$ cat src/sv/jsv_pkg.sv
package jsv_pkg;

    localparam int STACK_DEPTH = 256;
    localparam int LVL_W = 9;
    localparam int IDX_W = 8;

    typedef enum logic [3:0] {
        M_TOP, M_VALUE, M_ARR_FIRST, M_OBJ_FIRST, M_KEY, M_COLON, M_COMMA,
        M_DONE, M_VSTR, M_NUM, M_LIT, M_KSTR
    } mode_t;

    typedef enum logic [2:0] {
        N_SIGN, N_MANT, N_ZERO, N_DOT, N_FRAC, N_E, N_ESIGN, N_EXP
    } num_t;

    typedef enum logic [3:0] {
        S_OUT, S_NORM, S_ESC, S_HI1, S_HI2, S_HI3, S_HI4, S_EXPB, S_EXPU,
        S_LO1, S_LO2, S_LO3, S_LO4
    } str_t;

    typedef enum logic [2:0] {
        E_OK, E_LIT, E_STR, E_NUM, E_STRUCT, E_TRAIL, E_TRUNC, E_DEEP
    } err_t;

    localparam logic [3:0] C_WS = 4'd0;
    localparam logic [3:0] C_OBJ_OPEN = 4'd1;
    localparam logic [3:0] C_OBJ_CLOSE = 4'd2;
    localparam logic [3:0] C_ARR_OPEN = 4'd3;
    localparam logic [3:0] C_ARR_CLOSE = 4'd4;
    localparam logic [3:0] C_COLON = 4'd5;
    localparam logic [3:0] C_COMMA = 4'd6;
    localparam logic [3:0] C_KEY = 4'd7;
    localparam logic [3:0] C_VSTR = 4'd8;
    localparam logic [3:0] C_NUM = 4'd9;
    localparam logic [3:0] C_LIT = 4'd10;

    typedef struct packed {
        logic [7:0] byte_req;
        logic       last;
    } in_item_t;

    typedef struct packed {
        logic [3:0] byte_class;
        logic [8:0] depth;
        logic       value_end;
        logic [1:0] number_kind;
        logic [2:0] error_code;
        logic       doc_ok;
    } out_item_t;

    // Literal letters: word 1 null, 2 true, 3 false
    function automatic logic [7:0] lit_char(input logic [1:0] w, input logic [2:0] i);
        logic [7:0] c;
        c = 8'h00;
        case (w)
            2'd1: case (i)
                3'd0: c = "n"; 3'd1: c = "u"; 3'd2: c = "l"; 3'd3: c = "l";
                default: c = 8'h00;
            endcase
            2'd2: case (i)
                3'd0: c = "t"; 3'd1: c = "r"; 3'd2: c = "u"; 3'd3: c = "e";
                default: c = 8'h00;
            endcase
            2'd3: case (i)
                3'd0: c = "f"; 3'd1: c = "a"; 3'd2: c = "l"; 3'd3: c = "s";
                3'd4: c = "e";
                default: c = 8'h00;
            endcase
            default: c = 8'h00;
        endcase
        return c;
    endfunction

endpackage

$ cat src/sv/jsv_if.sv
interface jsv_in_if;
    import jsv_pkg::*;
    logic     valid;
    logic     ready;
    in_item_t payload;
    modport source (output valid, output payload, input ready);
    modport sink (input valid, input payload, output ready);
endinterface

interface jsv_out_if;
    import jsv_pkg::*;
    logic      valid;
    logic      ready;
    out_item_t payload;
    modport source (output valid, output payload, input ready);
    modport sink (input valid, input payload, output ready);
endinterface

$ cat src/sv/json_syntax_validator_top.sv
// JSON syntax validator.
// Channels: in_ch carries one document byte per transaction (byte_req, last);
// out_ch returns exactly one result per byte (class, depth, value end,
// number kind, sticky error code, doc_ok on the last byte).
// cfg_we/cfg_wdata write max_depth; write only while the block is idle.
// The result is registered and presented in the cycle after the byte is accepted.
// Throughput: one byte per cycle unless out_ch stalls. The per-byte parse
// step is a single pass of logic over the parser state; the container kinds
// sit in a 256 x 1 array written on each push. The top kind and the kind
// below it are held in registers, and the array is read once per byte,
// registered, to refill the entry below the top after a push or a pop.
// Reset: max_depth returns to 256, parser at top level, no error, empty
// output register. The parser state also returns to reset after every last byte.
// Stall: the output register holds while out_ch.ready is low; a new byte is
// still accepted when the held result is taken in the same cycle, so a
// stalled receiver stalls the sender with no bubble and no loss.
module json_syntax_validator_top
    import jsv_pkg::*;
(
    input  logic        clk,
    input  logic        rst_n,
    input  logic        cfg_we,
    input  logic [8:0]  cfg_wdata,
    jsv_in_if.sink      in_ch,
    jsv_out_if.source   out_ch
);

    logic [8:0]       max_depth_reg;
    mode_t            mode_reg, mode_next;
    num_t             nph_reg, nph_next;
    logic             frac_reg, frac_next;
    str_t             sph_reg, sph_next;
    logic [15:0]      hex_reg, hex_next;
    logic [4:0]       utf_reg, utf_next;
    logic [4:0]       lit_reg, lit_next;
    err_t             err_reg, err_next;
    logic [LVL_W-1:0] lvl_reg, lvl_next;
    logic             stack_mem [STACK_DEPTH];
    logic             top_reg;
    logic             below_reg;
    logic             top_kind;
    logic             push, push_kind;
    logic             out_valid_reg;
    out_item_t        out_reg, res;
    logic             take;

    assign in_ch.ready = !out_valid_reg || out_ch.ready;
    assign take = in_ch.valid && in_ch.ready;
    assign out_ch.valid = out_valid_reg;
    assign out_ch.payload = out_reg;
    assign top_kind = top_reg;

    // Hold the depth limit
    always_ff @(posedge clk or negedge rst_n)
    begin
        if (!rst_n)
        begin
            max_depth_reg <= 9'd256;
        end
        else if (cfg_we)
        begin
            max_depth_reg <= cfg_wdata;
        end
    end

    // Per-byte parse step
    always_comb
    begin
        logic [7:0] b;
        logic       last, ws, dig, is_e, ok, redispatch, vend, key;
        logic [3:0] cls;
        logic [1:0] kind;
        logic [8:0] limit;
        logic [2:0] li, lw;
        logic [3:0] hv;
        logic       hok;
        logic [15:0] hx;
        logic [7:0] lo, hi;
        b = in_ch.payload.byte_req;
        last = in_ch.payload.last;
        mode_next = mode_reg; nph_next = nph_reg; frac_next = frac_reg;
        sph_next = sph_reg; hex_next = hex_reg; utf_next = utf_reg;
        lit_next = lit_reg; err_next = err_reg; lvl_next = lvl_reg;
        push = 1'b0; push_kind = 1'b0; ok = 1'b0;
        cls = C_WS; vend = 1'b0; kind = 2'd0; redispatch = 1'b0;
        ws = (b == 8'h20) || (b == 8'h0A) || (b == 8'h0D) || (b == 8'h09);
        dig = (b >= 8'h30) && (b <= 8'h39);
        is_e = (b == "e") || (b == "E");
        limit = (max_depth_reg > 9'(STACK_DEPTH)) ? 9'(STACK_DEPTH) : max_depth_reg;
        key = (mode_reg == M_KSTR);
        hok = 1'b1; hv = 4'd0;
        if (dig) hv = b[3:0];
        else if ((b >= "a" && b <= "f") || (b >= "A" && b <= "F")) hv = 4'(b[2:0] + 4'd9);
        else hok = 1'b0;
        hx = {hex_reg[11:0], hv};
        lw = {1'b0, lit_reg[4:3]}; li = lit_reg[2:0];
        lo = 8'h80; hi = 8'hBF;
        case (utf_reg[4:2])
            3'd1: lo = 8'hA0;
            3'd2: hi = 8'h9F;
            3'd3: lo = 8'h90;
            3'd4: hi = 8'h8F;
            default: ;
        endcase

        if (err_reg == E_OK)
        begin
            if (mode_reg == M_NUM)
            begin
                ok = 1'b0;
                case (nph_reg)
                    N_SIGN: if (dig) begin ok = 1'b1; nph_next = (b == "0") ? N_ZERO : N_MANT; end
                    N_MANT: begin
                        if (dig) ok = 1'b1;
                        else if (b == ".") begin ok = 1'b1; nph_next = N_DOT; end
                        else if (is_e) begin ok = 1'b1; nph_next = N_E; end
                    end
                    N_ZERO: begin
                        if (b == ".") begin ok = 1'b1; nph_next = N_DOT; end
                        else if (is_e) begin ok = 1'b1; nph_next = N_E; end
                    end
                    N_DOT: if (dig) begin ok = 1'b1; nph_next = N_FRAC; frac_next = 1'b1; end
                    N_FRAC: begin
                        if (dig) ok = 1'b1;
                        else if (is_e) begin ok = 1'b1; nph_next = N_E; end
                    end
                    N_E: begin
                        if (dig) begin ok = 1'b1; nph_next = N_EXP; end
                        else if (b == "+" || b == "-") begin ok = 1'b1; nph_next = N_ESIGN; end
                    end
                    N_ESIGN: if (dig) begin ok = 1'b1; nph_next = N_EXP; end
                    default: ok = dig;
                endcase
                if (ok) cls = C_NUM;
                else if (nph_reg == N_MANT || nph_reg == N_ZERO || nph_reg == N_FRAC ||
                         nph_reg == N_EXP)
                begin
                    vend = 1'b1;
                    kind = frac_reg ? 2'd3 : ((nph_reg == N_EXP) ? 2'd2 : 2'd1);
                    nph_next = N_SIGN; frac_next = 1'b0;
                    mode_next = (lvl_reg == '0) ? M_DONE : M_COMMA;
                    redispatch = 1'b1;
                end
                else err_next = E_NUM;
            end
            else redispatch = 1'b1;

            if (redispatch)
            begin
                case (mode_next)
                    M_VSTR, M_KSTR: begin
                        cls = key ? C_KEY : C_VSTR;
                        if (utf_reg != 5'd0)
                        begin
                            if (b < lo || b > hi) err_next = E_STR;
                            else utf_next = 5'({3'd0, utf_reg[1:0]} - 5'd1);
                        end
                        else
                        begin
                            case (sph_reg)
                                S_NORM: begin
                                    if (b < 8'h20) err_next = E_STR;
                                    else if (b == 8'h22)
                                    begin
                                        sph_next = S_OUT;
                                        if (key) mode_next = M_COLON;
                                        else
                                        begin
                                            vend = 1'b1;
                                            mode_next = (lvl_reg == '0) ? M_DONE : M_COMMA;
                                        end
                                    end
                                    else if (b == 8'h5C) sph_next = S_ESC;
                                    else if (b >= 8'h80)
                                    begin
                                        if (b >= 8'hC2 && b <= 8'hDF) utf_next = 5'd1;
                                        else if (b == 8'hE0) utf_next = 5'b00110;
                                        else if (b == 8'hED) utf_next = 5'b01010;
                                        else if (b >= 8'hE1 && b <= 8'hEF) utf_next = 5'd2;
                                        else if (b == 8'hF0) utf_next = 5'b01111;
                                        else if (b == 8'hF4) utf_next = 5'b10011;
                                        else if (b >= 8'hF1 && b <= 8'hF3) utf_next = 5'd3;
                                        else err_next = E_STR;
                                    end
                                end
                                S_ESC: begin
                                    if (b == "u") begin sph_next = S_HI1; hex_next = '0; end
                                    else if (b == 8'h22 || b == 8'h5C || b == "/" || b == "b" ||
                                             b == "f" || b == "n" || b == "r" || b == "t")
                                        sph_next = S_NORM;
                                    else err_next = E_STR;
                                end
                                S_HI1, S_HI2, S_HI3, S_HI4, S_LO1, S_LO2, S_LO3, S_LO4: begin
                                    if (!hok) err_next = E_STR;
                                    else
                                    begin
                                        hex_next = hx;
                                        if (sph_reg == S_HI4)
                                        begin
                                            if (hx[15:10] == 6'b110110) sph_next = S_EXPB;
                                            else if (hx[15:10] == 6'b110111) err_next = E_STR;
                                            else sph_next = S_NORM;
                                        end
                                        else if (sph_reg == S_LO4)
                                        begin
                                            if (hx[15:10] != 6'b110111) err_next = E_STR;
                                            else sph_next = S_NORM;
                                        end
                                        else sph_next = str_t'(sph_reg + 4'd1);
                                    end
                                end
                                S_EXPB: if (b != 8'h5C) err_next = E_STR; else sph_next = S_EXPU;
                                S_EXPU: begin
                                    if (b != "u") err_next = E_STR;
                                    else begin sph_next = S_LO1; hex_next = '0; end
                                end
                                default: err_next = E_STR;
                            endcase
                        end
                    end
                    M_LIT: begin
                        if (lw == 3'd0 || li >= ((lw == 3'd3) ? 3'd5 : 3'd4) ||
                            b != lit_char(lit_reg[4:3], li))
                            err_next = E_LIT;
                        else
                        begin
                            cls = C_LIT;
                            if (li + 3'd1 == ((lw == 3'd3) ? 3'd5 : 3'd4))
                            begin
                                lit_next = '0; vend = 1'b1;
                                mode_next = (lvl_reg == '0) ? M_DONE : M_COMMA;
                            end
                            else lit_next = {lit_reg[4:3], li + 3'd1};
                        end
                    end
                    default: begin
                        if (ws) cls = C_WS;
                        else
                        begin
                            case (mode_next)
                                M_TOP, M_VALUE, M_ARR_FIRST: begin
                                    if (mode_next == M_ARR_FIRST && b == "]")
                                    begin
                                        if (top_kind != 1'b1 || lvl_reg == '0) err_next = E_STRUCT;
                                        else
                                        begin
                                            lvl_next = lvl_reg - 1'b1; cls = C_ARR_CLOSE;
                                            mode_next = (lvl_next == '0) ? M_DONE : M_COMMA;
                                        end
                                    end
                                    else if (b == 8'h22)
                                    begin
                                        mode_next = M_VSTR; sph_next = S_NORM; cls = C_VSTR;
                                    end
                                    else if (b == "-" || dig)
                                    begin
                                        mode_next = M_NUM; frac_next = 1'b0; cls = C_NUM;
                                        nph_next = (b == "-") ? N_SIGN :
                                                   ((b == "0") ? N_ZERO : N_MANT);
                                    end
                                    else if (b == "n" || b == "t" || b == "f")
                                    begin
                                        mode_next = M_LIT; cls = C_LIT;
                                        lit_next = {(b == "n") ? 2'd1 : ((b == "t") ? 2'd2 : 2'd3),
                                                    3'd1};
                                    end
                                    else if (b == "{" || b == "[")
                                    begin
                                        if (lvl_reg >= limit) err_next = E_DEEP;
                                        else
                                        begin
                                            push = 1'b1; push_kind = (b == "[");
                                            lvl_next = lvl_reg + 1'b1;
                                            mode_next = (b == "[") ? M_ARR_FIRST : M_OBJ_FIRST;
                                            cls = (b == "[") ? C_ARR_OPEN : C_OBJ_OPEN;
                                        end
                                    end
                                    else err_next = E_STRUCT;
                                end
                                M_OBJ_FIRST, M_KEY: begin
                                    if (b == 8'h22)
                                    begin
                                        mode_next = M_KSTR; sph_next = S_NORM; cls = C_KEY;
                                    end
                                    else if (b == "}" && mode_next == M_OBJ_FIRST &&
                                             lvl_reg != '0 && top_kind == 1'b0)
                                    begin
                                        lvl_next = lvl_reg - 1'b1; cls = C_OBJ_CLOSE;
                                        mode_next = (lvl_next == '0) ? M_DONE : M_COMMA;
                                    end
                                    else err_next = E_STRUCT;
                                end
                                M_COLON: begin
                                    if (b == ":") begin mode_next = M_VALUE; cls = C_COLON; end
                                    else err_next = E_STRUCT;
                                end
                                M_COMMA: begin
                                    if (lvl_reg == '0) err_next = E_STRUCT;
                                    else if (b == ",")
                                    begin
                                        mode_next = top_kind ? M_VALUE : M_KEY; cls = C_COMMA;
                                    end
                                    else if ((b == "}" && top_kind == 1'b0) ||
                                             (b == "]" && top_kind == 1'b1))
                                    begin
                                        lvl_next = lvl_reg - 1'b1;
                                        cls = top_kind ? C_ARR_CLOSE : C_OBJ_CLOSE;
                                        mode_next = (lvl_next == '0) ? M_DONE : M_COMMA;
                                    end
                                    else err_next = E_STRUCT;
                                end
                                M_DONE: err_next = E_TRAIL;
                                default: err_next = E_STRUCT;
                            endcase
                        end
                    end
                endcase
            end

            // Close out the document on its last byte
            if (last && err_next == E_OK)
            begin
                if (mode_next == M_NUM)
                begin
                    if (nph_next == N_MANT || nph_next == N_ZERO || nph_next == N_FRAC ||
                        nph_next == N_EXP)
                    begin
                        vend = 1'b1;
                        kind = frac_next ? 2'd3 : ((nph_next == N_EXP) ? 2'd2 : 2'd1);
                        mode_next = (lvl_next == '0) ? M_DONE : M_COMMA;
                    end
                    else err_next = E_NUM;
                end
                if (err_next == E_OK)
                begin
                    if (mode_next == M_VSTR || mode_next == M_KSTR) err_next = E_STR;
                    else if (mode_next == M_LIT) err_next = E_LIT;
                    else if (mode_next != M_DONE) err_next = E_TRUNC;
                end
            end
        end

        if (err_next != E_OK) begin cls = C_WS; vend = 1'b0; kind = 2'd0; push = 1'b0; end

        res.byte_class = cls;
        res.depth = 9'(lvl_next);
        res.value_end = vend;
        res.number_kind = kind;
        res.error_code = err_next;
        res.doc_ok = last && (err_next == E_OK);
    end

    // Advance parser state on each accepted byte; clear after the last
    always_ff @(posedge clk or negedge rst_n)
    begin
        if (!rst_n)
        begin
            mode_reg <= M_TOP; nph_reg <= N_SIGN; frac_reg <= 1'b0; sph_reg <= S_OUT;
            hex_reg <= '0; utf_reg <= '0; lit_reg <= '0; err_reg <= E_OK; lvl_reg <= '0;
        end
        else if (take)
        begin
            if (in_ch.payload.last)
            begin
                mode_reg <= M_TOP; nph_reg <= N_SIGN; frac_reg <= 1'b0; sph_reg <= S_OUT;
                hex_reg <= '0; utf_reg <= '0; lit_reg <= '0; err_reg <= E_OK; lvl_reg <= '0;
            end
            else
            begin
                mode_reg <= mode_next; nph_reg <= nph_next; frac_reg <= frac_next;
                sph_reg <= sph_next; hex_reg <= hex_next; utf_reg <= utf_next;
                lit_reg <= lit_next; err_reg <= err_next; lvl_reg <= lvl_next;
            end
        end
    end

    // Track the kind at the top of the stack
    always_ff @(posedge clk or negedge rst_n)
    begin
        if (!rst_n)
        begin
            top_reg <= 1'b0;
        end
        else if (take)
        begin
            if (push) top_reg <= push_kind;
            else if (lvl_next < lvl_reg) top_reg <= below_reg;
        end
    end

    // Push the container kind; fetch the entry below the new top
    always_ff @(posedge clk)
    begin
        if (take)
        begin
            if (push) stack_mem[IDX_W'(lvl_reg)] <= push_kind;
            below_reg <= stack_mem[IDX_W'(lvl_next - 9'd2)];
        end
    end

    // Output register
    always_ff @(posedge clk or negedge rst_n)
    begin
        if (!rst_n)
        begin
            out_valid_reg <= 1'b0;
        end
        else if (in_ch.ready)
        begin
            out_valid_reg <= in_ch.valid;
        end
    end

    always_ff @(posedge clk)
    begin
        if (take)
        begin
            out_reg <= res;
        end
    end

    a_hold: assert property (@(posedge clk) disable iff (!rst_n)
        out_valid_reg && !out_ch.ready |=> out_valid_reg && $stable(out_reg))
        else $error("result changed under stall");
    a_lvl: assert property (@(posedge clk) disable iff (!rst_n)
        lvl_reg <= 9'(STACK_DEPTH))
        else $error("stack level beyond depth");
    a_errcls: assert property (@(posedge clk) disable iff (!rst_n)
        out_valid_reg && out_reg.error_code != E_OK |->
        out_reg.byte_class == C_WS && !out_reg.value_end)
        else $error("class reported with error");
    a_last: assert property (@(posedge clk) disable iff (!rst_n)
        take && in_ch.payload.last |=> lvl_reg == '0 && err_reg == E_OK)
        else $error("state not cleared after last byte");

endmodule
$ cat src/flat_wrapper.sv
// flat-port wrapper written by rule: the top's interface ports become plain ports
module json_syntax_validator_top_flat import jsv_pkg::*;
  (clk, rst_n, cfg_we, cfg_wdata, in_ch_valid, in_ch_payload, in_ch_ready, out_ch_valid, out_ch_payload, out_ch_ready);
  jsv_in_if in_ch_i ();
  jsv_out_if out_ch_i ();
  input  logic clk;
  input  logic rst_n;
  input  logic cfg_we;
  input  logic [8:0] cfg_wdata;
  input wire logic [$bits(in_ch_i.valid)-1:0] in_ch_valid;
  input wire logic [$bits(in_ch_i.payload)-1:0] in_ch_payload;
  output wire logic [$bits(in_ch_i.ready)-1:0] in_ch_ready;
  output wire logic [$bits(out_ch_i.valid)-1:0] out_ch_valid;
  output wire logic [$bits(out_ch_i.payload)-1:0] out_ch_payload;
  input wire logic [$bits(out_ch_i.ready)-1:0] out_ch_ready;
  assign in_ch_i.valid = in_ch_valid;
  assign in_ch_i.payload = in_ch_payload;
  assign in_ch_ready = in_ch_i.ready;
  assign out_ch_valid = out_ch_i.valid;
  assign out_ch_payload = out_ch_i.payload;
  assign out_ch_i.ready = out_ch_ready;
  json_syntax_validator_top u_core (.clk(clk), .rst_n(rst_n), .cfg_we(cfg_we), .cfg_wdata(cfg_wdata), .in_ch(in_ch_i), .out_ch(out_ch_i));
endmodule
$ cat config.mk
export PLATFORM = sky130hd
export DESIGN_NAME = json_syntax_validator_top_flat
export DESIGN_NICKNAME = d
export VERILOG_FILES = /design/src/sv/jsv_pkg.sv /design/src/sv/jsv_if.sv /design/src/sv/json_syntax_validator_top.sv /design/src/flat_wrapper.sv
export SDC_FILE = /design/constraint.sdc
export NUM_CORES = 1
export LEC_CHECK = 0
export CORE_UTILIZATION = 30
export CTS_BUF_LIST = sky130_fd_sc_hd__clkbuf_8
export CTS_CLUSTER_DIAMETER = 120
export DETAILED_ROUTE_END_ITERATION = 7
export DONT_BUFFER_PORTS = 1
export PLACE_DENSITY = 0.46
export SLEW_MARGIN = 20
export SYNTH_ARGS = -nofsm -noshare
export SYNTH_HDL_FRONTEND = slang
export SYNTH_SLANG_ARGS = --single-unit
$ cat constraint.sdc
create_clock -name clk -period 15 [get_ports clk]
set_input_delay 4.5 -clock clk [delete_from_list [all_inputs] [get_ports clk]]
set_output_delay 4.5 -clock clk [all_outputs]
set_load 0.02 [all_outputs]
---- Word level (Yosys, flattened, before mapping) ----
Memory sizes are Yosys's and may differ from the RTL's. A register that Yosys moved wholly into a read port is not among the register bits.
Index checks and enable logic that the tools add are counted.
cells by class
  add/sub/neg operators ................... 7
  $lt $le $gt $ge ......................... 20
  equality and inequality tests ........... 115
  multiplexer cells ....................... 324
  bitwise logic cells ..................... 2
  reductions and logical operators ........ 86
operator list
  kind                  number
  $mux W4               75
  $mux W3               79
  $mux W9               19
  $mux W5               29
  $eq A8 B7 Y1 const B  13
  $mux W12              8
  $mux W1               76
  $eq A8 B6 Y1 const B  9
  $eq A4 B4 Y1 const B  14
  $pmux W12 S3          1
  $pmux W7 S5           1
  $eq A4 B3 Y1 const B  8
  $eq A8 B8 Y1 const B  4
  $ge A8 B8 Y1 const B  4
  $pmux W4 S2           4
  $pmux W4 S4           2
  $logic_or A1 B1 Y1    30
  $pmux W3 S5           2
  $pmux W7 S4           1
  $logic_not A9 Y1      3
  $ne A3 B3 Y1 const B  9
  $pmux W9 S3           1
  $mux W2               13
  $eq A3 B3 Y1 const B  8
  67 further kinds      141
storage, ports and cells
  register bits ........................... 77
  memory bits (writable) .................. 256
  memories ................................ 1
memory list
  memory            depth  bits a word  rd ports  clocked after memory_dff  write ports  RTL line                         text
  u_core.stack_mem  256    1            1         1                         1            json_syntax_validator_top.sv:38  logic stack_mem [STACK_DEPTH];

---- Logic depth before layout (Yosys ltp) ----
Gate-level depths: netlist of the first run.
  depth after elaboration ................. 42
  mapped depth ............................ 23
  mapped depth without buffers ............ 20

---- Worst setup path before layout of the first run ----
Ideal clock, no wire load.
  kind .................................... input-to-reg
  start ................................... input port in_ch_payload[8]
  end ..................................... memory u_core.stack_mem[0] (data pin)
  data arrival time ....................... 12.337 ns
  data required time ...................... 13.607 ns
  slack ................................... 1.270 ns
  stages .................................. 8
  path buffers ............................ 1
  cell sequence ........................... buf_2 nor4b_4 nand3_4 a211oi_4 o31a_1 o31a_1 nand4_1 nor2_1
on the way
  longest elaborated chain between the ends .. 19
  elaborated cells on any way between the ends .. 64
  classes of those cells .................. 2 x order compare; 21 x eq/ne; 27 x mux; 14 x reduce/logical
RTL lines
  element                                                RTL line                          text
  from (decl)                                            flat_wrapper.sv:11                input wire logic [$bits(in_ch_i.payload)-1:0] in_ch_payload;
  branches (longest 17 deep; another with $ge A8 B6 Y1)  -
  $mux W1 *                                              json_syntax_validator_top.sv:148  if (redispatch)
  $mux W1 *                                              json_syntax_validator_top.sv:106  if (err_reg == E_OK)
  net u_core.push_kind                                   json_syntax_validator_top.sv:42   logic push, push_kind;
  to (decl)                                              json_syntax_validator_top.sv:38
Mark *: on every way through the listed nets, which the timed path passes. The select of a mux whose other input is x is not followed.

---- Worst setup path in the final report of the first run ----
  start ................................... input port in_ch_payload[2]
  end ..................................... register u_core.below_reg (read register of u_core.stack_mem) (data pin)
on the way
  longest elaborated chain between the ends .. 24
  elaborated cells on any way between the ends .. 82
  classes of those cells .................. 1 x add/sub; 2 x order compare; 26 x eq/ne; 32 x mux; 21 x reduce/logical
RTL lines
  element                                                RTL line                          text
  branches (longest 20 deep; another with $ge A8 B6 Y1)  -
  $mux W9 *                                              json_syntax_validator_top.sv:148
  $mux W9 * (2 in series)                                json_syntax_validator_top.sv:106
  $sub A8 B2 Y8 *                                        json_syntax_validator_top.sv:397  below_reg <= stack_mem[IDX_W'(lvl_next - 9'd2)];
  to (decl)                                              json_syntax_validator_top.sv:40   logic below_reg;
Mark *: on every way between the ends. The select of a mux whose other input is x is not followed.
A chain may end at the register's enable or synchronous reset.

==> impl_results.md, run 1 <==
- Vias per cell: ~5.7
- Worst-margin pin slew: 1.27 ns
- Cell row count: slightly above 90
- Register Area: between 0.009 and 0.01 mm2
- Worst min-delay path class: reg2reg
- Number of global-route vias before repair: roughly 16000
- Total core area: between 0.06 and 0.07 mm2
- Antenna violations before repair: 2
- Number of I/O pins: 45
- CP Class: in2reg
- Yosys reg bits: ~330
- Max FFs per register: ~260
- RSZ-0062 raised after global routing: false
- Largest net degree at the start of global routing: between 200 and 300
- DR WL met3: a little under 4000 um
- CTS root buf: clkbuf_8
- Metal2 WL: ~32000 um
- Clock H-tree levels: 2
- Leak: 0.00727 uW
- Crit-path max FO: 36
- Multi-input gate area: ~0.0090 mm2
- Critical path arrival: 10.46 ns
- Post-synthesis adder-cell area fraction: around 2.8%
- Simple-gate portion of the synthesized area: roughly a fifth
- CTS max path bufs: 3
- # DRC: 0
- Drt pass-1 iters: 5
- Die footprint: approximately 0.066 mm2
- Top sig layer: met4
- Min cycle time layout: between 9 and 10 ns
- Gpl congestion: 0.945
- Die H: ~260 um
- Synthesized Nets: between 1500 and 2000
- Total Wirelength: approximately 67000 um
- Fmax: 101 MHz
- Post-synthesis mux area share: roughly 8.7%
- Metal-1 WL: 28200 um
- Nets: ~1900
- Synth cell types: around 100
- Number of port buffers: 0
- Post_cts resized: 0
- Max-cap viol count: 0
- Final Hold Vio Count: 0
- Largest family of logic cells by synthesized area: simple AND/OR/NAND/NOR gates
- 1st-iter DRT viols: about 1500
- Synth async-reset ratio: between 10% and 20%
- Worst VDD drop: roughly 0.061 mV
- Worst Slack Setup Final: ~5 ns
- Post-synthesis xor/xnor area fraction: about 1.1%
- DP Cell Count: between 2000 and 3000
- Final Max Slew Viols: 0
- CTS Sinks: 334
- Fin cells: approximately 2700
- CP required: roughly 16 ns
- Worst setup SP type: input pin
- Global-route wire length before repair: approximately 100000 um
- Final Skew: between 0.04 and 0.05 ns
- Synthesized area per cell: between 10 and 15 um2
- Total number of vias: between 15000 and 20000
- Hold_ws: 0.479 ns
- Status: finished, final reports clean
- Fillers: between 6000 and 7000
- Warnings, synthesis: 0
- Die Width: roughly 260 um
- Tcrit/Tclk final: 65.8%
- Post-Route Setup TNS: 0 ns
- Power per Cell Area: 136 mW/mm2
- Tot GR Track Use: between 20% and 30%
- Clock slew at reported path FFs: ~0.060 ns
- Synth Flop Type: edfxtp_1
- Starting density of the core: 30.6%
- CTS Hold Bufs: 0
- Dpl hpwl: between 40000 and 50000 um
- Final Setup Violations: 0
- Post-route ant nets: 0
- Synthesis-to-finish area growth: 10.3%
- Cells after Synth: 1848
- Crit end category: register
- Slew HR: between 10% and 20%
- Synth Cell Area: 0.0195 mm2
- EDFF count, synth: ~280
- Pre-CTS setup slack: around 4.4 ns
- CTS tree: built
- Clock latency on the worst-skew pair: 0.72 ns
- Tot Pwr: a little under 3000 uW
- Sequential-to-total area share from yosys stat: between 50% and 60%
- Routed wire length per instance: around 25 um
- Compound-gate portion of the synthesized area: 13.8%
- Layout cells sized above 1: 12.9%
- Postcts setup bufs: 0
- Remaining global-route overflow: 0
- Inserted Clock Buffers: 60
## cell type report
class | instances | area share [%]
Clock buffer | 67 | 4.30
Sequential cell | 334 | 45.4
Timing Repair Buffer | 33 | 1.21
Multi-Input combinational cell | 1347 | 42.2
Tap cell | 846 | 4.93
Inverter | 47 | 0.822
Antenna cell | 1 | 0.0117
Clock inverter | 46 | 1.17
## critical path: stages
cell	delay, ns
inv_1	0.06
ha_1	0.28
o21bai_1	0.25
a21o_1	0.41
o211ai_1	0.28
o31a_1	0.47
o31a_1	0.50
a221o_1	0.44
a22o_4	0.44
inv_1	0.16
ha_1	0.27
or2_2	0.33
mux2i_2	0.57
buf_4	0.36
a22oi_1	0.11
nand2_1	0.19
nor3_1	0.07
o311ai_0	0.47
and4_1	0.25
## logic make-up (layout without fill, tap and decap cells)
group / after synthesis / in the layout
AO/OA/AOI/OAI: 386 / 386
other: 0 / 1
buffers and inverters: 167 / 193
AND/OR/NAND/NOR: 809 / 809
XOR/XNOR: 22 / 22
flip-flops: 334 / 334
adder cells (fa/ha/maj): 44 / 44
multiplexers: 86 / 86
## cell usage in the layout, fill, tap and decap left out, types with 45 or more instances in the layout
cell type  synthesis  final
edfxtp_1         277    277
nor2_1           268    267
nand2_1          206    206
nor3_1           116    114
o21ai_0           80     80
a21oi_1           75     75
clkbuf_8           0     67
mux4_2            62     62
dfrtp_1           56     56
inv_1             42     55
nand3_1           45     45
## metrics by stage
stage	utilization (%)	instance area [um2]
2_1_floorplan	-	19500
3_3_place_gp	31.9	20300
3_5_place_dp	31.9	20300
4_1_cts	33.8	21500
5_1_grt	33.8	21500
6_report	33.8	21500
## worst paths after layout
check	startpoint	to	slack, ns	depth (start not counted)
min in group asynchronous	rst_n	u_core.sph_reg[2]	3.49	0
hold / removal	u_core.hex_reg[8]	u_core.hex_reg[8]	0.48	2
setup reg to reg	u_core.lvl_reg[0]	u_core.below_reg	8.23	18
hold reg to reg	u_core.hex_reg[8]	u_core.hex_reg[8]	0.48	2
setup / recovery	in_ch_payload[2]	u_core.below_reg	5.13	19
max in group asynchronous	rst_n	u_core.max_depth_reg[8]	11.32	0
## cell usage after synthesis (11+ instances only)
cell type / n / area [um2]
nand3_1: 45 / 225
xnor2_1: 11 / 96.3
nor2_1: 268 / 1010
buf_2: 27 / 135
mux2_2: 14 / 158
a211oi_1: 13 / 97.6
clkbuf_1: 80 / 300
nor4_1: 14 / 87.6
a21oi_1: 75 / 375
edfxtp_1: 277 / 8320
nand2_1: 206 / 773
a31oi_1: 23 / 144
mux4_2: 62 / 1400
ha_1: 44 / 551
nor2b_1: 17 / 106
o21ai_0: 80 / 400
o211ai_1: 12 / 90.1
a22oi_1: 30 / 225
o31ai_1: 12 / 90.1
and3_1: 25 / 156
o22ai_1: 11 / 68.8
a21o_1: 19 / 143
and2_1: 12 / 75.1
or3_1: 14 / 87.6
nand4_1: 19 / 119
dfrtp_1: 56 / 1400
nor3_1: 116 / 581
inv_1: 42 / 158
## layer usage
layer	vias to the layer above	global-route usage (%)
met5	-	0
met4	0	8.88
met3	180	3.32
met2	542	33.5
met1	7754	26.3
li1	6963	-
## power by group
part	switching (uW)	total, uW	internal, uW
combinational	642	958	316
sequential	82.7	1120	1040
clock	424	841	417
total	1150	2920	1770
No activity file was read; power rests on OpenSTA's default activity.
==> run 2: changes to the inputs <==
--- a/config.mk
+++ b/config.mk
@@ -5,12 +5,13 @@
 export SDC_FILE = /design/constraint.sdc
 export NUM_CORES = 1
 export LEC_CHECK = 0
+export ABC_AREA = 1
 export CORE_UTILIZATION = 30
 export CTS_BUF_LIST = sky130_fd_sc_hd__clkbuf_8
 export CTS_CLUSTER_DIAMETER = 120
 export DETAILED_ROUTE_END_ITERATION = 7
 export DONT_BUFFER_PORTS = 1
-export PLACE_DENSITY = 0.46
+export PLACE_DENSITY = 0.47
 export SLEW_MARGIN = 20
 export SYNTH_ARGS = -nofsm -noshare
 export SYNTH_HDL_FRONTEND = slang
==> constraint.sdc (replaced) <==
create_clock -name clk -period 9.05 [get_ports clk]
set_input_delay 2.715 -clock clk [delete_from_list [all_inputs] [get_ports clk]]
set_output_delay 2.715 -clock clk [all_outputs]
set_load 0.02 [all_outputs]
==> run 2 against run 1 <==
Non-clock buffer count rose by 11. Critical path type unchanged. First-iteration DRC count down 2.0%. Clock power increased by 76%. Largest power group is now combinational logic. Flip-flop and latch count unchanged. Hold slack gained 0.015 ns. Register-to-register slack worse by 5.6 ns. Clock skew up 0.013 ns.
==> impl_results.md, run 2 <==
- Status: finished, final reports clean (unchanged)
- Crit-path max FO: 64 (was 36)
- Clock latency on the worst-skew pair: 0.72 ns (about the same)
- Synth cell types: 68 (was 101)
- Antenna violations before repair: 1 (was 2)
- Cell row count: 97 (was 92)
- Worst setup SP type: input pin (unchanged)
- Synthesized Nets: 2563 (was 1915)
- Most frequent cells in the layout: nand2_1, edfxtp_1, inv_1, nand3_1, nor2_1 (was edfxtp_1, nor2_1, nand2_1, nor3_1, o21ai_0)
- Tcrit/Tclk final: between 80 and 90%
- Synth top cells by count: nand2_1, edfxtp_1, inv_1 (was edfxtp_1, nor2_1, nand2_1)
- Largest family of logic cells by synthesized area: simple AND/OR/NAND/NOR gates (unchanged)
- EDFF count, synth: 277 (unchanged)
- Post-Route Setup TNS: 0 ns (unchanged)
- Inserted Clock Buffers: 61 (was 60)
- Post-synthesis mux area share: 0.419% (was 8.67%)
- Post-synthesis xor/xnor area fraction: 0.939% (was 1.10%)
- Vias per cell: 5.17 (was 5.67)
- Clock slew at reported path FFs: 0.06 ns (about the same)
- Routed wire length per instance: 20.1 um (was 24.6 um)
- Flop pwr share: 29.6% (was 38.4%)
- Tot GR Track Use: 19.5% (was 20.3%)
- Total core area: 0.0699 mm2 (was 0.0635 mm2)
- Share of the synthesized area in the top cell type: 39.3% (was 42.8%)
- Gpl congestion: 0.912 (was 0.945)
- Synthesis-to-finish area growth: 10.4% (was 10.3%)
- Remaining global-route overflow: 0 (unchanged)
- Sw frac: 47.3% (was 39.3%)
- Post_cts resized: 0 (unchanged)
- Synthesized area per cell: 8.49 um2 (was 10.5 um2)
- Final Setup Violations: 0 (unchanged)
- Global-route wire length before repair: 108000 um (was 102000 um)
- Critical path arrival: 7.69 ns (was 10.46 ns)
- Tot Pwr: 6230 uW (was 2920 uW)
- CTS root buf: clkbuf_8 (unchanged)
- Warnings, synthesis: 0 (unchanged)
- Largest cells by area after synthesis: edfxtp_1, nand2_1, dfrtp_1 (was edfxtp_1, dfrtp_1, mux4_2)
- CP required: 9.45 ns (was 15.59 ns)
- Sequential-to-total area share from yosys stat: 46.0% (was 50.1%)
- RSZ-0062 raised after global routing: false (unchanged)
- Int Pwr: 3280 uW (was 1770 uW)
- Number of global-route vias before repair: 17500 (was 15700)
- Worst-margin pin slew: 1.18 ns (was 1.27 ns)
- Die footprint: 0.0717 mm2 (was 0.0659 mm2)
- Dpl hpwl: 44800 um (was 44500 um)
- Fillers: 7400 (was 6587)
- Drt pass-1 iters: 5 (unchanged)
- Die H: 268 um (was 257 um)
- CTS Sinks: 334 (unchanged)
- Most common cell in the synthesized netlist: nand2_1 (was edfxtp_1)
- Final Hold Vio Count: 0 (unchanged)
- Leak: 0.00909 uW (was 0.00727 uW)
- Power per Cell Area: 266 mW/mm2 (was 136 mW/mm2)
- Postcts setup bufs: 0 (unchanged)
- Cells after Synth: 2496 (was 1848)
- Crit end category: register (unchanged)
- Final Skew: 0.0554 ns (was 0.0421 ns)
- Starting density of the core: 30.3% (was 30.6%)
- CTS Hold Bufs: 0 (unchanged)
- Yosys reg bits: 334 (unchanged)
- Clock share of power: 23.7% (was 28.8%)
- Die Width: 268 um (was 257 um)
- CTS max path bufs: 3 (unchanged)
- Largest net degree at the start of global routing: 258 (was 257)
- Clock H-tree levels: 2 (unchanged)
- Comb power frac: 46.7% (was 32.8%)
- Cell repeated most along the worst path: nand2_1
- Pre-CTS setup slack: 1.11 ns (was 4.40 ns)
- 1st-iter DRT viols: 1507 (was 1538)
- Simple-gate portion of the synthesized area: 31.6% (was 19.8%)
- Commonest non-fill, non-tap cell in the layout: nand2_1 (was edfxtp_1)
- Total Wirelength: 69700 um (was 67000 um)
- Post-route ant nets: 0 (unchanged)
- Final Max Slew Viols: 0 (unchanged)
- Max FFs per register: 256 (unchanged)
- Number of port buffers: 0 (unchanged)
- Worst path max stage delay: 0.45 ns (was 0.57 ns)
- Min cycle time layout: around 7.3 ns
- Fmax: around 140 MHz
- Layout cells sized above 1: 15.3% (was 12.9%)
- Number of I/O pins: 45 (unchanged)
- Yosys top cell by area: edfxtp_1 (unchanged)
- CTS tree: built (unchanged)
- Max-cap viol count: 0 (unchanged)
- Synth Flop Type: edfxtp_1 (unchanged)
- CP Class: in2reg (unchanged)
- Post-synthesis adder-cell area fraction: 2.60% (was 2.83%)
- Slew HR: 21.3% (was 15.5%)
- Synth Cell Area: 0.0212 mm2 (was 0.0195 mm2)
- Total number of vias: 17900 (was 15400)
- Worst VDD drop: 0.242 mV (was 0.0614 mV)
- Worst Slack Setup Final: 1.76 ns (was 5.13 ns)
- Synth async-reset ratio: 17.1% (unchanged)
- Compound-gate portion of the synthesized area: 10.3% (was 13.8%)
- # DRC: 0 (unchanged)
- Nets: 2538 (was 1890)
- Sw power: 2950 uW (was 1150 uW)
- Critical Path Slowest Stage Cell: nor2_4 (was mux2i_2)
- Worst min-delay path class: reg2reg (unchanged)
run 2: worst paths after layout:
| check | startpoint | endpoint | slack, ns | depth (start not counted) |
|---|---|---|---|---|
| worst min-delay path | u_core.hex_reg[8] | u_core.hex_reg[8] | 0.49 | 2 |
| worst max-delay path | in_ch_payload[2] | u_core.stack_mem[169] | 1.76 | 33 |
| worst max register to register | u_core.lvl_reg[7] | u_core.stack_mem[169] | 2.63 | 23 |
| max in group asynchronous | rst_n | u_core.max_depth_reg[8] | 7.13 | 0 |
| min in group asynchronous | rst_n | u_core.lvl_reg[1] | 1.70 | 0 |
| worst min register to register | u_core.hex_reg[8] | u_core.hex_reg[8] | 0.49 | 2 |
run 2: critical path, delay by kind of cell:
kind | cells | cell delay, ns
AO/OA/AOI/OAI | 1 | 0.34
adder cells (fa/ha/maj) | 1 | 0.25
buffers and inverters | 4 | 0.82
AND/OR/NAND/NOR | 27 | 3.47
run 2: final cells by class:
type | count | area, um2 | area share [%]
clock buffers | 67 | 922 | 3.94
inverters | 289 | 1100 | 4.69
multi-input cells | 1741 | 9790 | 41.8
clock inverters | 49 | 324 | 1.38
diodes | 1 | 2.50 | 0.0107
repair buffers | 44 | 343 | 1.46
flip-flops and latches | 334 | 9750 | 41.6
well taps | 940 | 1180 | 5.03
run 2: cell families (layout without fill, tap and decap cells):
kind of cell / Yosys count / in the layout
other cells: 0 / 1
simple gates: 1313 / 1313
buf+inv: 421 / 449
mux: 8 / 8
compound gates: 355 / 355
xor+xnor: 21 / 21
flops: 334 / 334
fa+ha+maj: 44 / 44
run 2: per-layer routing:
| metal | global-route usage, % | part of all wire (%) | up-vias |
|---|---|---|---|
| met5 | 0 | 0 | - |
| met4 | 6.16 | 2.7 | 0 |
| met3 | 3.14 | 5.6 | 117 |
| met2 | 31.2 | 46 | 499 |
| met1 | 26.9 | 46 | 8768 |
| li1 | - | - | 8516 |
run 2: through the flow:
step | hold WS [ns] | area [um2] | std cells | utilization (%)
after floorplan | 0.452 | 21200 | 2496 | -
after global placement | 0.473 | 22100 | 3348 | 31.7
after detailed placement | 0.481 | 22200 | 3348 | 31.7
after CTS | 0.497 | 23400 | 3464 | 33.5
after global routing | 0.523 | 23400 | 3465 | 33.5
final | 0.494 | 23400 | 3465 | 33.5
run 2: power by group through the flow:
stage,Clock (uW),Combinational [uW],Sequential [uW]
2_1_floorplan,0,1910,1830
3_3_place_gp,0,2870,1870
3_5_place_dp,0,2880,1870
4_1_cts,1520,2880,1840
5_1_grt,1580,3160,1860
6_report,1480,2910,1850
